**config.mk**
```make
export PLATFORM = sky130hd
export DESIGN_NAME = spi_master_peripheral_unit
export DESIGN_NICKNAME = d
export VERILOG_FILES = /design/src/hw/rtl/spm_pkg.sv /design/src/hw/rtl/spi_master_peripheral_unit.sv /design/src/hw/rtl/spm_cfg.sv /design/src/hw/rtl/spm_in_stage.sv /design/src/hw/rtl/spm_core.sv /design/src/hw/rtl/spm_out_stage.sv
export SDC_FILE = /design/constraint.sdc
export NUM_CORES = 1
export LEC_CHECK = 0
export CORE_UTILIZATION = 35
export DETAILED_ROUTE_END_ITERATION = 8
export DONT_BUFFER_PORTS = 1
export MAX_ROUTING_LAYER = met4
export PLACE_DENSITY_LB_ADDON = 0.15
export SLEW_MARGIN = 20
export SYNTH_ARGS = -nofsm -noshare
export SYNTH_HDL_FRONTEND = slang
export SYNTH_SLANG_ARGS = --single-unit
```
**constraint.sdc**
```tcl
create_clock -name clk_i -period 2.54 [get_ports clk_i]
set_input_delay 0.254 -clock clk_i [delete_from_list [all_inputs] [get_ports clk_i]]
set_output_delay 0.254 -clock clk_i [all_outputs]
set_load 0.01 [all_outputs]
```
**src/hw/rtl/spm_pkg.sv**
```systemverilog
// Package for the SPI master peripheral: shared types, codes and status bit positions.
// Has no dependencies; every other file of the block refers to it by scoped names.
`timescale 1ns / 1ps

package spm_pkg;

  typedef enum logic [1:0] {
    OP_TICK   = 2'd0,
    OP_WRITE  = 2'd1,
    OP_READ   = 2'd2,
    OP_STATUS = 2'd3
  } op_e;

  typedef enum logic [2:0] {
    CFG_ENABLE    = 3'd0,
    CFG_CPOL      = 3'd1,
    CFG_CPHA      = 3'd2,
    CFG_BAUD      = 3'd3,
    CFG_FRAME16   = 3'd4,
    CFG_LSB_FIRST = 3'd5
  } cfg_idx_e;

  localparam int unsigned CfgIdxW  = 3;
  localparam int unsigned CfgDataW = 8;
  localparam int unsigned DataW    = 16;
  localparam int unsigned DivW     = 8;
  localparam int unsigned BitCntW  = 5;

  localparam int unsigned SrRxneBit = 0;
  localparam int unsigned SrTxeBit  = 1;
  localparam int unsigned SrOvrBit  = 6;
  localparam int unsigned SrBsyBit  = 7;

  typedef struct packed {
    logic       enable;
    logic       cpol;
    logic       cpha;
    logic [2:0] baud_select;
    logic       frame_16bit;
    logic       lsb_first;
  } cfg_t;

  typedef struct packed {
    logic [1:0]       op;
    logic [DataW-1:0] tx_data;
    logic             miso;
  } item_t;

  typedef struct packed {
    logic [DataW-1:0] read_data;
    logic             sck;
    logic             mosi;
    logic             tx_empty;
    logic             rx_not_empty;
    logic             overrun;
    logic             busy;
  } result_t;

  typedef struct packed {
    logic [DataW-1:0]   tx_buffer;
    logic               tx_full;
    logic [DataW-1:0]   shift_reg;
    logic [DataW-1:0]   rx_buffer;
    logic               rx_full;
    logic               overrun_flag;
    logic [BitCntW-1:0] bit_count;
    logic [DivW-1:0]    divider_count;
    logic               clock_level;
    logic               shifting;
    logic               sample_bit;
  } state_t;

endpackage

```
**src/hw/rtl/spi_master_peripheral_unit.sv**
```systemverilog
// Top level of the SPI master peripheral: input register, tick engine, result register.
// Depends on spm_pkg, spm_cfg, spm_in_stage, spm_core and spm_out_stage.
//
// Each input transaction is one peripheral clock tick carrying an operation (tick only,
// data write, data read or status read), a transmit word and the sampled MISO level.
// Each tick yields exactly one result transaction: the read word or status word, the
// SCK and MOSI levels after the tick, and the TXE, RXNE, overrun and busy flags.
// The tick sits in the input register while the tick engine computes the new peripheral
// state; the engine's state register and the result register load together when the result
// register can take it. Throughput is one tick per cycle while the receiver does not stall;
// the rate is set by the engine updating its state for every tick as its result loads.
// When out_stall_i holds a result, the result register keeps it, the input register
// keeps a tick it holds and in_stall_o rises; a fresh tick is still taken while the result
// register is full but about to drain.
// Configuration writes use cfg_valid_i, cfg_ready_o, cfg_index_i and cfg_wdata_i; the user
// must make them only while no tick is in flight; the block does not enforce it. Reset
// clears all configuration, buffers, shifter and flags; ticks are accepted right after it.
`timescale 1ns / 1ps

module spi_master_peripheral_unit (
  input  logic                          clk_i,
  input  logic                          rst_ni,
  input  logic                          cfg_valid_i,
  output logic                          cfg_ready_o,
  input  logic [spm_pkg::CfgIdxW-1:0]   cfg_index_i,
  input  logic [spm_pkg::CfgDataW-1:0]  cfg_wdata_i,
  input  logic                          in_valid_i,
  output logic                          in_stall_o,
  input  logic [1:0]                    op_i,
  input  logic [spm_pkg::DataW-1:0]     tx_data_i,
  input  logic                          miso_i,
  output logic                          out_valid_o,
  input  logic                          out_stall_i,
  output logic [spm_pkg::DataW-1:0]     read_data_o,
  output logic                          sck_o,
  output logic                          mosi_o,
  output logic                          tx_empty_o,
  output logic                          rx_not_empty_o,
  output logic                          overrun_o,
  output logic                          busy_res_o
);

  spm_pkg::cfg_t    cfg;
  spm_pkg::item_t   item_in;
  spm_pkg::item_t   item_q;
  spm_pkg::result_t result_d;
  spm_pkg::result_t result_q;
  spm_pkg::state_t  state;
  logic             item_valid;
  logic             can_load;
  logic             advance;

  assign item_in.op      = op_i;
  assign item_in.tx_data = tx_data_i;
  assign item_in.miso    = miso_i;
  assign advance         = item_valid && can_load;

  spm_cfg u_cfg (
    .clk_i       (clk_i),
    .rst_ni      (rst_ni),
    .cfg_valid_i (cfg_valid_i),
    .cfg_ready_o (cfg_ready_o),
    .cfg_index_i (cfg_index_i),
    .cfg_wdata_i (cfg_wdata_i),
    .cfg_o       (cfg)
  );

  spm_in_stage u_in_stage (
    .clk_i      (clk_i),
    .rst_ni     (rst_ni),
    .in_valid_i (in_valid_i),
    .in_stall_o (in_stall_o),
    .item_i     (item_in),
    .take_i     (can_load),
    .valid_o    (item_valid),
    .item_o     (item_q)
  );

  spm_core u_core (
    .clk_i     (clk_i),
    .rst_ni    (rst_ni),
    .advance_i (advance),
    .item_i    (item_q),
    .cfg_i     (cfg),
    .result_o  (result_d),
    .state_o   (state)
  );

  spm_out_stage u_out_stage (
    .clk_i       (clk_i),
    .rst_ni      (rst_ni),
    .load_i      (item_valid),
    .result_i    (result_d),
    .can_load_o  (can_load),
    .out_valid_o (out_valid_o),
    .out_stall_i (out_stall_i),
    .result_o    (result_q)
  );

  assign read_data_o    = result_q.read_data;
  assign sck_o          = result_q.sck;
  assign mosi_o         = result_q.mosi;
  assign tx_empty_o     = result_q.tx_empty;
  assign rx_not_empty_o = result_q.rx_not_empty;
  assign overrun_o      = result_q.overrun;
  assign busy_res_o     = result_q.busy;

  // The input side only stalls while a result is held back by the receiver.
  assert property (@(posedge clk_i) disable iff (!rst_ni)
    in_stall_o |-> (out_valid_o && out_stall_i))
    else $error("input stalled without a held result");

  // A word waiting in the transmit buffer always counts as busy.
  assert property (@(posedge clk_i) disable iff (!rst_ni)
    out_valid_o |-> (busy_res_o || tx_empty_o))
    else $error("pending transmit word not reported as busy");

  // An idle shifter keeps its bit and divider counters cleared.
  assert property (@(posedge clk_i) disable iff (!rst_ni)
    !state.shifting |-> (state.bit_count == '0 && state.divider_count == '0))
    else $error("idle shifter with nonzero counters");

endmodule

```
**src/hw/rtl/spm_cfg.sv**
```systemverilog
// Configuration register file of the SPI master peripheral.
// Depends on spm_pkg for the register index codes and the configuration struct.
`timescale 1ns / 1ps

module spm_cfg (
  input  logic                          clk_i,
  input  logic                          rst_ni,
  input  logic                          cfg_valid_i,
  output logic                          cfg_ready_o,
  input  logic [spm_pkg::CfgIdxW-1:0]   cfg_index_i,
  input  logic [spm_pkg::CfgDataW-1:0]  cfg_wdata_i,
  output spm_pkg::cfg_t                 cfg_o
);

  spm_pkg::cfg_t cfg_q, cfg_d;

  assign cfg_ready_o = 1'b1;
  assign cfg_o       = cfg_q;

  always_comb begin
    cfg_d = cfg_q;
    if (cfg_valid_i) begin
      unique case (cfg_index_i)
        spm_pkg::CFG_ENABLE:    cfg_d.enable      = cfg_wdata_i[0];
        spm_pkg::CFG_CPOL:      cfg_d.cpol        = cfg_wdata_i[0];
        spm_pkg::CFG_CPHA:      cfg_d.cpha        = cfg_wdata_i[0];
        spm_pkg::CFG_BAUD:      cfg_d.baud_select = cfg_wdata_i[2:0];
        spm_pkg::CFG_FRAME16:   cfg_d.frame_16bit = cfg_wdata_i[0];
        spm_pkg::CFG_LSB_FIRST: cfg_d.lsb_first   = cfg_wdata_i[0];
        default:                cfg_d             = cfg_q;
      endcase
    end
  end

  always_ff @(posedge clk_i or negedge rst_ni) begin
    if (!rst_ni) begin
      cfg_q <= '0;
    end else begin
      cfg_q <= cfg_d;
    end
  end

endmodule

```
**src/hw/rtl/spm_in_stage.sv**
```systemverilog
// Input register of the SPI master peripheral: holds one accepted tick transaction.
// Depends on spm_pkg for the item struct.
`timescale 1ns / 1ps

module spm_in_stage (
  input  logic           clk_i,
  input  logic           rst_ni,
  input  logic           in_valid_i,
  output logic           in_stall_o,
  input  spm_pkg::item_t item_i,
  input  logic           take_i,
  output logic           valid_o,
  output spm_pkg::item_t item_o
);

  logic           valid_q, valid_d;
  spm_pkg::item_t item_q;

  assign in_stall_o = valid_q && !take_i;
  assign valid_d    = in_stall_o ? valid_q : in_valid_i;
  assign valid_o    = valid_q;
  assign item_o     = item_q;

  always_ff @(posedge clk_i or negedge rst_ni) begin
    if (!rst_ni) begin
      valid_q <= 1'b0;
    end else begin
      valid_q <= valid_d;
    end
  end

  always_ff @(posedge clk_i) begin
    if (in_valid_i && !in_stall_o) begin
      item_q <= item_i;
    end
  end

endmodule

```
**src/hw/rtl/spm_core.sv**
```systemverilog
// Tick engine of the SPI master peripheral: register access, shifter step and frame start.
// Holds the peripheral state; depends on spm_pkg for the item, state and result types.
`timescale 1ns / 1ps

module spm_core (
  input  logic             clk_i,
  input  logic             rst_ni,
  input  logic             advance_i,
  input  spm_pkg::item_t   item_i,
  input  spm_pkg::cfg_t    cfg_i,
  output spm_pkg::result_t result_o,
  output spm_pkg::state_t  state_o
);

  spm_pkg::state_t state_q, state_d;

  logic [spm_pkg::DataW-1:0]   rd;
  logic [spm_pkg::DataW-1:0]   fmask;
  logic [spm_pkg::DivW-1:0]    div_inc;
  logic [spm_pkg::DivW-1:0]    half_period;
  logic [spm_pkg::BitCntW-1:0] bc_inc;
  logic [spm_pkg::BitCntW-1:0] nbits;
  logic                        leading;
  logic                        last;

  function automatic logic [spm_pkg::DataW-1:0] shift_in(
    input logic [spm_pkg::DataW-1:0] r,
    input logic                      b,
    input logic                      f16,
    input logic                      lsb
  );
    logic [spm_pkg::DataW-1:0] res;
    if (lsb) begin
      res = f16 ? {b, r[15:1]} : {8'h00, b, r[7:1]};
    end else begin
      res = f16 ? {r[14:0], b} : {8'h00, r[6:0], b};
    end
    return res;
  endfunction

  assign fmask       = cfg_i.frame_16bit ? 16'hFFFF : 16'h00FF;
  assign nbits       = cfg_i.frame_16bit ? 5'd16 : 5'd8;
  assign half_period = spm_pkg::DivW'(1) << cfg_i.baud_select;
  assign state_o     = state_q;

  always_comb begin
    state_d = state_q;
    rd      = '0;
    div_inc = state_q.divider_count + spm_pkg::DivW'(1);
    bc_inc  = state_q.bit_count + spm_pkg::BitCntW'(1);
    leading = (state_q.clock_level == cfg_i.cpol);
    last    = 1'b0;

    unique case (spm_pkg::op_e'(item_i.op))
      spm_pkg::OP_TICK: begin
      end
      spm_pkg::OP_WRITE: begin
        state_d.tx_buffer = item_i.tx_data;
        state_d.tx_full   = 1'b1;
      end
      spm_pkg::OP_READ: begin
        rd              = state_q.rx_buffer;
        state_d.rx_full = 1'b0;
      end
      spm_pkg::OP_STATUS: begin
        rd[spm_pkg::SrRxneBit] = state_q.rx_full;
        rd[spm_pkg::SrTxeBit]  = !state_q.tx_full;
        rd[spm_pkg::SrOvrBit]  = state_q.overrun_flag;
        rd[spm_pkg::SrBsyBit]  = state_q.shifting || state_q.tx_full;
        state_d.overrun_flag   = 1'b0;
      end
      default: begin
      end
    endcase

    if (state_q.shifting) begin
      if (div_inc < half_period) begin
        state_d.divider_count = div_inc;
      end else begin
        state_d.divider_count = '0;
        state_d.clock_level   = !state_q.clock_level;
        if (leading) begin
          if (!cfg_i.cpha) begin
            state_d.sample_bit = item_i.miso;
          end else if (state_q.bit_count != '0) begin
            state_d.shift_reg = shift_in(state_q.shift_reg, state_q.sample_bit,
                                         cfg_i.frame_16bit, cfg_i.lsb_first);
          end
        end else begin
          state_d.bit_count = bc_inc;
          last              = (bc_inc >= nbits);
          if (!cfg_i.cpha) begin
            state_d.shift_reg = shift_in(state_q.shift_reg, state_q.sample_bit,
                                         cfg_i.frame_16bit, cfg_i.lsb_first);
          end else if (last) begin
            state_d.shift_reg = shift_in(state_q.shift_reg, item_i.miso,
                                         cfg_i.frame_16bit, cfg_i.lsb_first);
          end else begin
            state_d.sample_bit = item_i.miso;
          end
          if (last) begin
            if (state_d.rx_full) begin
              state_d.overrun_flag = 1'b1;
            end else begin
              state_d.rx_buffer = state_d.shift_reg & fmask;
              state_d.rx_full   = 1'b1;
            end
            state_d.shifting      = 1'b0;
            state_d.clock_level   = cfg_i.cpol;
            state_d.bit_count     = '0;
            state_d.divider_count = '0;
          end
        end
      end
    end

    if (!state_d.shifting && state_d.tx_full && cfg_i.enable) begin
      state_d.shift_reg     = state_d.tx_buffer & fmask;
      state_d.tx_full       = 1'b0;
      state_d.shifting      = 1'b1;
      state_d.bit_count     = '0;
      state_d.divider_count = '0;
      state_d.clock_level   = cfg_i.cpol;
      state_d.sample_bit    = 1'b0;
    end
  end

  always_comb begin
    result_o.read_data    = rd;
    result_o.sck          = state_d.shifting ? state_d.clock_level : cfg_i.cpol;
    result_o.mosi         = 1'b0;
    if (state_d.shifting) begin
      if (cfg_i.lsb_first) begin
        result_o.mosi = state_d.shift_reg[0];
      end else begin
        result_o.mosi = cfg_i.frame_16bit ? state_d.shift_reg[15] : state_d.shift_reg[7];
      end
    end
    result_o.tx_empty     = !state_d.tx_full;
    result_o.rx_not_empty = state_d.rx_full;
    result_o.overrun      = state_d.overrun_flag;
    result_o.busy         = state_d.shifting || state_d.tx_full;
  end

  always_ff @(posedge clk_i or negedge rst_ni) begin
    if (!rst_ni) begin
      state_q <= '0;
    end else if (advance_i) begin
      state_q <= state_d;
    end
  end

endmodule

```
**src/hw/rtl/spm_out_stage.sv**
```systemverilog
// Result register of the SPI master peripheral: holds one result until the receiver takes it.
// Depends on spm_pkg for the result struct.
`timescale 1ns / 1ps

module spm_out_stage (
  input  logic             clk_i,
  input  logic             rst_ni,
  input  logic             load_i,
  input  spm_pkg::result_t result_i,
  output logic             can_load_o,
  output logic             out_valid_o,
  input  logic             out_stall_i,
  output spm_pkg::result_t result_o
);

  logic             valid_q, valid_d;
  spm_pkg::result_t result_q;

  assign can_load_o  = !valid_q || !out_stall_i;
  assign valid_d     = can_load_o ? load_i : valid_q;
  assign out_valid_o = valid_q;
  assign result_o    = result_q;

  always_ff @(posedge clk_i or negedge rst_ni) begin
    if (!rst_ni) begin
      valid_q <= 1'b0;
    end else begin
      valid_q <= valid_d;
    end
  end

  always_ff @(posedge clk_i) begin
    if (load_i && can_load_o) begin
      result_q <= result_i;
    end
  end

endmodule
```
* Word-level counts from Yosys, hierarchy flattened
Cells that the tools add are included.
** Word-level totals
- Word-level logic and storage cells :: 125
- Input bits :: 35
- Register bits :: 118
** Operators by class
- Muxes and demuxes :: 38
- Reductions and logical operators :: 31
- Order comparisons :: 2
- Bitwise logic cells :: 5
- Shifts and indexed selects :: 1
- $add $sub $neg :: 2
- Eq/ne operators :: 15
** Operator list (count)
- $mux W16 :: 16
- $mux W33 :: 2
- $mux W17 :: 3
- $mux W50 :: 1
- $mux W39 :: 1
- $and A16 B16 Y16 :: 2
- $reduce_and A2 Y1 :: 7
- $reduce_and A6 Y1 :: 2
- $mux W1 :: 10
- $ne A3 B3 Y1 const B :: 3
- $add A8 B1 Y8 const B :: 1
- $logic_not A1 Y1 :: 8
- $lt A8 B8 Y1 :: 1
- $mux W8 :: 1
- $pmux W2 S2 :: 2
- $shl A1 B3 Y8 const A :: 1
- $eq A3 B2 Y1 const B :: 2
- $eq A3 B3 Y1 const B :: 2
- $add A5 B1 Y5 const B :: 1
- $ge A5 B5 Y1 :: 1
- $logic_and A1 B1 Y1 :: 5
- $mux W5 :: 1
- $reduce_and A5 Y1 :: 1
- $reduce_bool A5 Y1 :: 1
- other kinds (13) :: 19

* Logic depth before layout (Yosys ltp)
- Depth in word-level cells :: 19
- Depth in mapped cells :: 14

* Modules after synthesis
A second synthesis with hierarchy kept.
** Unflattened totals
- Cell total of the unflattened synthesis :: 548
- Area total of the unflattened synthesis :: 6247.2 µm²
** By module, submodules not included
- spm_core :: times used 1, sequential area each 1676.6 µm², area each 4521.8 µm², cells an instance 473
- spm_out_stage :: times used 1, sequential area each 685.7 µm², area each 708.2 µm², cells an instance 26
- spm_in_stage :: times used 1, sequential area each 595.6 µm², area each 628.1 µm², cells an instance 24
- spm_cfg :: times used 1, sequential area each 200.2 µm², area each 382.9 µm², cells an instance 24
- spi_master_peripheral_unit :: times used 1, sequential area each 0.0 µm², area each 6.3 µm², cells an instance 1

* Least setup slack after synthesis
No wires, ideal clock.
- Path kind :: reg-to-reg
- Start :: register u_core.state_q, in the netlist u_core.state_o[11]
- End :: register u_core.state_q, in the netlist u_core.state_o[36]
- Arrival time :: 2.672 ns
- Setup slack :: -0.256 ns
- Library setup time :: 0.124 ns
- Required time :: 2.416 ns
- Stages on the path, launching flop included :: 14
- Path through :: dfrtp_1 -> ha_1 -> nand3_1 -> xnor2_1 -> ha_1 -> and3_1 -> a211oi_4 -> o21ai_1 -> o211a_2 -> o31a_1 -> buf_6 -> buf_6 -> nor2_1 -> a21oi_1
** On the way
- Cells in the longest elaborated chain, start to end :: 11
- Elaborated cells on any way between the ends :: 23
- Those cells by class :: 1 x add/sub; 1 x order compare; 3 x eq/ne; 12 x mux; 6 x reduce/logical
** Ends and longest elaborated chain
- from (decl) :: line spm_core.sv:15 : spm_pkg::state_t state_q, state_d;
- from (signal assigned) :: line spm_core.sv:149 : state_q <= state_d;
- $add A5 B1 Y5 :: line spm_core.sv:50 : bc_inc = state_q.bit_count + spm_pkg::BitCntW'(1);
- $ge A5 B5 Y1 :: line spm_core.sv:91 : last = (bc_inc >= nbits);
- $mux W16 / $mux W33 (equally long branches) :: line spm_core.sv:95, spm_core.sv:101
- $mux W16 / $mux W33 (equally long branches) :: line spm_core.sv:92, spm_core.sv:82
- $mux W16 / $mux W3 (equally long branches) :: line spm_core.sv:82, spm_core.sv:77
- $mux W16 / $mux W50 (equally long branches) :: line spm_core.sv:77, spm_core.sv:76
- $mux W16 / $logic_not A1 Y1 (equally long branches) :: line spm_core.sv:76, spm_core.sv:117
- $mux W16 / $logic_and A1 B1 Y1 (equally long branches) :: line spm_core.sv:82, spm_core.sv:117
- $mux W39 / $logic_and A1 B1 Y1 (equally long branches) :: line spm_core.sv:77, spm_core.sv:117
- $mux W50, or another cell as far along :: line spm_core.sv:76 : if (state_q.shifting) begin
- $mux W17 / $reduce_and A5 Y1 (equally long branches)
Parallel ways exist; a longest one is shown, timed or not. The select of a mux whose other input is x is not followed.
A chain may end at the register's enable or synchronous reset.

* Worst setup path in the final report
- Start :: register u_core.state_q, in the netlist u_core.state_o[11]
- End :: register, netlist name u_out_stage.result_o[4]
** On the way
- Cells in the longest elaborated chain, start to end :: 13
- Elaborated cells on any way between the ends :: 23
- Those cells by class :: 1 x add/sub; 1 x order compare; 17 x mux; 4 x reduce/logical
** Ends and longest elaborated chain
- $add A5 B1 Y5 :: line spm_core.sv:50
- $ge A5 B5 Y1 :: line spm_core.sv:91
- $mux W16 :: line spm_core.sv:95 : end else if (last) begin
- $mux W16 :: line spm_core.sv:92 : if (!cfg_i.cpha) begin
- $mux W16 :: line spm_core.sv:82 : if (leading) begin
- $mux W16 :: line spm_core.sv:77 : if (div_inc < half_period) begin
- $mux W16 :: line spm_core.sv:76
- $mux W16 :: line spm_core.sv:82
- $mux W39 :: line spm_core.sv:77
- $mux W50 * :: line spm_core.sv:76
- $mux W17 :: line spm_core.sv:117 : if (!state_d.shifting && state_d.tx_full && cfg_i.enable) begin
- $mux W1 :: line spm_core.sv:136 : result_o.mosi = cfg_i.frame_16bit ? state_d.shift_reg[15] : state_d.shift_reg[7];
- $mux W1 :: line spm_core.sv:133 : if (cfg_i.lsb_first) begin
Every way passes the cells marked *; elsewhere a longest branch is shown, timed or not. The select of a mux whose other input is x is not followed.

==> summary.log <==
INFO  timing         layout_min_cycle_time=2.84ns
INFO  global_route   grt_max_degree=78
INFO  yosys          synth_simple_gate_area_share=14.7%
INFO  worst_setup_path timing.reg2reg.worst_path_depth=12
INFO  yosys          synth-seq-area-share=51.0%
INFO  finish         final_design_area_no_fill=8780um^2
INFO  finish         syn2layout_area_growth=41.8%
INFO  placed_design  detailedPlacementHpwl=10.6mm
INFO  flow_run       cap_violations=0
INFO  yosys          synth_enable_flop_cells=41
INFO  clock_tree     clock_sink_count=118
INFO  yosys          yosys-mux-area-fraction=10.4%
INFO  worst_setup_path worstPathMaxFanout=6
INFO  routing        drt.antenna.violating_nets=0
INFO  global_route   grtUsageTotal=18.8%
INFO  timing         worst_clock_skew=0.00778ns
INFO  yosys          synth_cells=603
INFO  die            design.portCount=60
INFO  placed_design  finalWeightedCongestion=0.833
INFO  die            die_x=135um
INFO  worst_hold_path timing.hold.worst_path_depth=2
INFO  timing         finalSetupViolations=43
INFO  yosys          netlist_top_cells_area=sky130_fd_sc_hd__dfrtp_1 (31%), sky130_fd_sc_hd__edfxtp_1 (20%), sky130_fd_sc_hd__mux2_2 (6.7%), sky130_fd_sc_hd__nand2_1 (6.1%), sky130_fd_sc_hd__o21ai_0 (4.4%)
INFO  routing        drt_pre_antenna_iters=4
INFO  routing        post-route-drc-count=0
INFO  routing        via_count=4939
INFO  worst_setup_path critPathCaptureType=flop
INFO  die            initial_core_util=35.8%
INFO  finish         most_frequent_standard_cell_in_the_layout_excluding_fill_and_tap_cells=sky130_fd_sc_hd__nand2_1
INFO  power          irDropWorstVdd=0.613mV
INFO  clock_tree     cts_buffer_depth=2
INFO  clock_tree     clock_tree.htree_level_count=4
INFO  power          power_per_cell_area=1200nW/um^2
INFO  timing         worstMarginPinSlew=0.813ns
INFO  routing        met1Wirelength=7.79mm
INFO  run_status     run_status=complete, but fails checks
INFO  yosys          asyncSetResetFlopFracSynth=65.3%
INFO  routing        routed-wl-met2=7.94mm
INFO  finish         most_frequent_cells_in_the_layout=sky130_fd_sc_hd__nand2_1 (85), sky130_fd_sc_hd__dfrtp_1 (77), sky130_fd_sc_hd__buf_4 (61)
INFO  routing        uppermost_layer_routed=met4
INFO  timing         final-hold-violation-count=0
INFO  worst_setup_path critical-path-max-stage-delay=0.42ns
INFO  yosys          dominant_combinational_cell_family_by_area_after_synthesis=compound AO/OA/AOI/OAI gates
INFO  power          p_leak=3.59nW
INFO  yosys          synth.net_count=651
INFO  worst_setup_path crit_start=u_core.state_o[11]$_DFFE_PN0P_
INFO  timing         maximum_achievable_frequency=352MHz
INFO  clock_tree     clock_tree.root_cell=sky130_fd_sc_hd__clkbuf_16
INFO  yosys          yosys.area_share.xor_xnor=1.56%
INFO  worst_setup_path worstPathArrival=2.98ns
INFO  worst_setup_path series_of_cell_instances_along_the_critical_path=ha_4 > nand3_4 > xnor2_2 > ha_1 > and3_4 > a211oi_4 > buf_6 > nor4_2 > a311oi_2 > a311oi_2 > o21ai_1 > a31oi_1
INFO  routing        routed_wl=16.4mm
INFO  clock_tree     clkLatencyLatePin=0.42ns
INFO  die            die-height=135um
INFO  yosys          synth_cell_types=64
INFO  timing         layout_setup_ws=-0.299ns
INFO  routing        drt-initial-drc-count=277
INFO  finish         finalNetCount=756
INFO  routing        met3RoutedLength=552um
INFO  timing         tns=-6.96ns
INFO  global_route   grt-ovfl-total=0
INFO  die            num_rows=48
INFO  timing         final.period_utilization=112%
INFO  run_status     failing_checks=setup timing
INFO  worst_hold_path holdPathEnd=u_in_stage.valid_o$_DFFE_PN0N_
INFO  yosys          yosys_register_bits=118
INFO  worst_setup_path critical_path.slowest_cell=sky130_fd_sc_hd__dfrtp_1
INFO  worst_hold_path min-delay-path-class=in -> reg
INFO  clock_tree     clock_buffer_count_from_cts=17
INFO  finish         stdcell_count=946
INFO  worst_setup_path critical_path_required=2.69ns
INFO  routing        vias_per_cell=5.22
INFO  worst_setup_path rr_endpoint=u_out_stage.result_o[4]$_SDFFCE_PN0P_
INFO  die            placeableCoreArea=17300um^2
INFO  worst_setup_path timing.reg2reg.setup_slack=-0.30ns
INFO  finish         fillerInstances=1558
INFO  placed_design  place.port_buffers=0
INFO  global_route   first_global_vias=4784
INFO  timing         drv_slew=0
INFO  placed_design  pre_cts_slack=-0.493ns
INFO  yosys          synthesis.yosys.warnings=0
INFO  timing         rsz_0062_raised_after_global_routing=yes
INFO  placed_design  dpl.cell_count=862
INFO  placed_design  instance_area_at_placement=6910um^2
INFO  yosys          synth_top_area_cell=sky130_fd_sc_hd__dfrtp_1
INFO  yosys          synth.top_cell.area_share=31.1%
INFO  finish         layout_cell_share_with_drive_strength_beyond_1=37.3%
INFO  worst_setup_path path_common_cell=sky130_fd_sc_hd__a311oi_2
INFO  global_route   number_of_antenna_violations_at_the_first_check_in_global_routing=0
INFO  worst_hold_path holdCritStartpoint=out_stall_i
INFO  clock_tree     tritoncts_clock_tree=built
INFO  worst_setup_path timing_worst_setup_path_type=reg -> reg
INFO  die            fp.dieArea=18200um^2
INFO  worst_setup_path start_kind=flop
INFO  clock_tree     clk_pin_slew=0.06ns
INFO  timing         timing.max_slew.rel_slack=45.5%
INFO  yosys          synthesis.area_per_instance=10.3um^2
INFO  yosys          post_synthesis_instance_area=6190um^2
INFO  worst_setup_path critical_path.reg2reg.startpoint=u_core.state_o[11]$_DFFE_PN0P_
INFO  routing        wl_per_cell=17.4um
INFO  yosys          synthAdderAreaFrac=2.63%
INFO  yosys          synth_ff_type=sky130_fd_sc_hd__dfrtp_1
INFO  global_route   first_pass_grt_wire_length=25.3mm
INFO  finish         insertedDiodeCount=0
INFO  yosys          synth_area_in_compound_gates=15.6%
## critical path, delay by kind of cell, from the launching register on
kind / cells / cell delay (ns)
xor gates and xnor gates: 1 / 0.15
buffers and inverters: 1 / 0.16
DFF: 1 / 0.42
adders and majority gates: 2 / 0.50
and+or+nand+nor: 3 / 0.33
AOI/OAI and AO/OA: 5 / 1.03
## sequential cells by signal, indices dropped and copies added, names as in the netlist
register,count
u_in_stage.valid_o,1
u_core.state_o,67
u_cfg.cfg_o,8
u_in_stage.item_o,19
u_out_stage.result_o,22
u_out_stage.out_valid_o,1
## cells in the mapped netlist, types with 3 or more instances
cell	instances
sky130_fd_sc_hd__buf_6	3
sky130_fd_sc_hd__nand2_1	101
sky130_fd_sc_hd__inv_1	20
sky130_fd_sc_hd__xnor2_1	7
sky130_fd_sc_hd__a21o_1	3
sky130_fd_sc_hd__a22oi_1	6
sky130_fd_sc_hd__buf_2	12
sky130_fd_sc_hd__xor2_1	4
sky130_fd_sc_hd__edfxtp_1	41
sky130_fd_sc_hd__mux2i_1	23
sky130_fd_sc_hd__o22ai_1	5
sky130_fd_sc_hd__dfrtp_1	77
sky130_fd_sc_hd__and2_1	15
sky130_fd_sc_hd__o21ai_1	5
sky130_fd_sc_hd__o31ai_1	8
sky130_fd_sc_hd__nor3_1	4
sky130_fd_sc_hd__clkbuf_1	13
sky130_fd_sc_hd__nand2b_1	4
sky130_fd_sc_hd__nor3b_1	3
sky130_fd_sc_hd__and3_1	3
sky130_fd_sc_hd__a31oi_1	4
sky130_fd_sc_hd__nor2b_1	6
sky130_fd_sc_hd__nand3_1	8
sky130_fd_sc_hd__o21ai_0	54
sky130_fd_sc_hd__a21oi_1	24
sky130_fd_sc_hd__o21a_1	3
sky130_fd_sc_hd__a32oi_1	7
sky130_fd_sc_hd__ha_1	13
sky130_fd_sc_hd__mux2_2	37
sky130_fd_sc_hd__nor2_1	35
sky130_fd_sc_hd__a22o_1	10
sky130_fd_sc_hd__nand3b_1	3
## cell families after synthesis
group	after synthesis
simple gates	195
fa+ha+maj	13
xor+xnor	11
flops	118
compound gates	150
buf+inv	55
other cells	1
mux	60
## repair_timing
| item | 4_1_cts | 5_1_grt |
|---|---|---|
| pin swaps | 12 | 25 |
| setup endpoints to repair | 48 | 57 |
| endpoints found under the hold margin | 106 | 0 |
| gates cloned | 0 | 7 |
| setup buffers | 13 | 6 |
| gates resized for setup | 79 | 97 |
| hold buffers | 26 | 0 |
## worst max path at each step
stage,to,slack [ns],cells past startpoint
after global placement,u_core.state_o[35]$_DFFE_PN0P_,-0.42,12
after floorplan,u_core.state_o[36]$_DFFE_PN0P_,-0.07,14
final,u_out_stage.result_o[4]$_SDFFCE_PN0P_,-0.30,12
after CTS,u_out_stage.result_o[4]$_SDFFCE_PN0P_,-0.27,12
after global routing,u_out_stage.result_o[4]$_SDFFCE_PN0P_,-0.46,12
after detailed placement,u_core.state_o[35]$_DFFE_PN0P_,-0.49,10
## per-layer routing
metal / GRT usage, % / up-vias
met2: 28.3 / 101
li1: - / 2380
met4: 6.99 / 0
met1: 25.4 / 2452
met5: - / -
met3: 3.12 / 6
## power breakdown
part / internal [W] / total [W] / switching (W) / leakage (nW)
sequential: 0.00251 / 0.00306 / 0.000557 / 1.37
clock: 0.00148 / 0.00238 / 0.000896 / 0.272
combinational: 0.00253 / 0.00508 / 0.00256 / 1.95
total: 0.00651 / 0.0105 / 0.00401 / 3.59
## stage by stage
step	total power (W)	util, %	hold slack, ns
detailed placement	0.00644	39.9	-0.0390
floorplan	0.00515	-	-0.0416
finish	0.0105	50.8	0.0431
CTS	0.00960	47.2	0.0364
global route	0.0111	50.8	0.0706
global placement	0.00635	39.9	-0.0390
## final cells by class
cell class	instances	area, um^2	share of cell area, %
clock buffer	22	495	5.64
clock inverter	10	93.8	1.07
inverter	22	82.6	0.940
multi-input combinational	430	3470	39.5
sequential	118	3160	36.0
tap	225	282	3.21
timing repair buffer	119	1200	13.7
(Power assumes the default switching activity.)
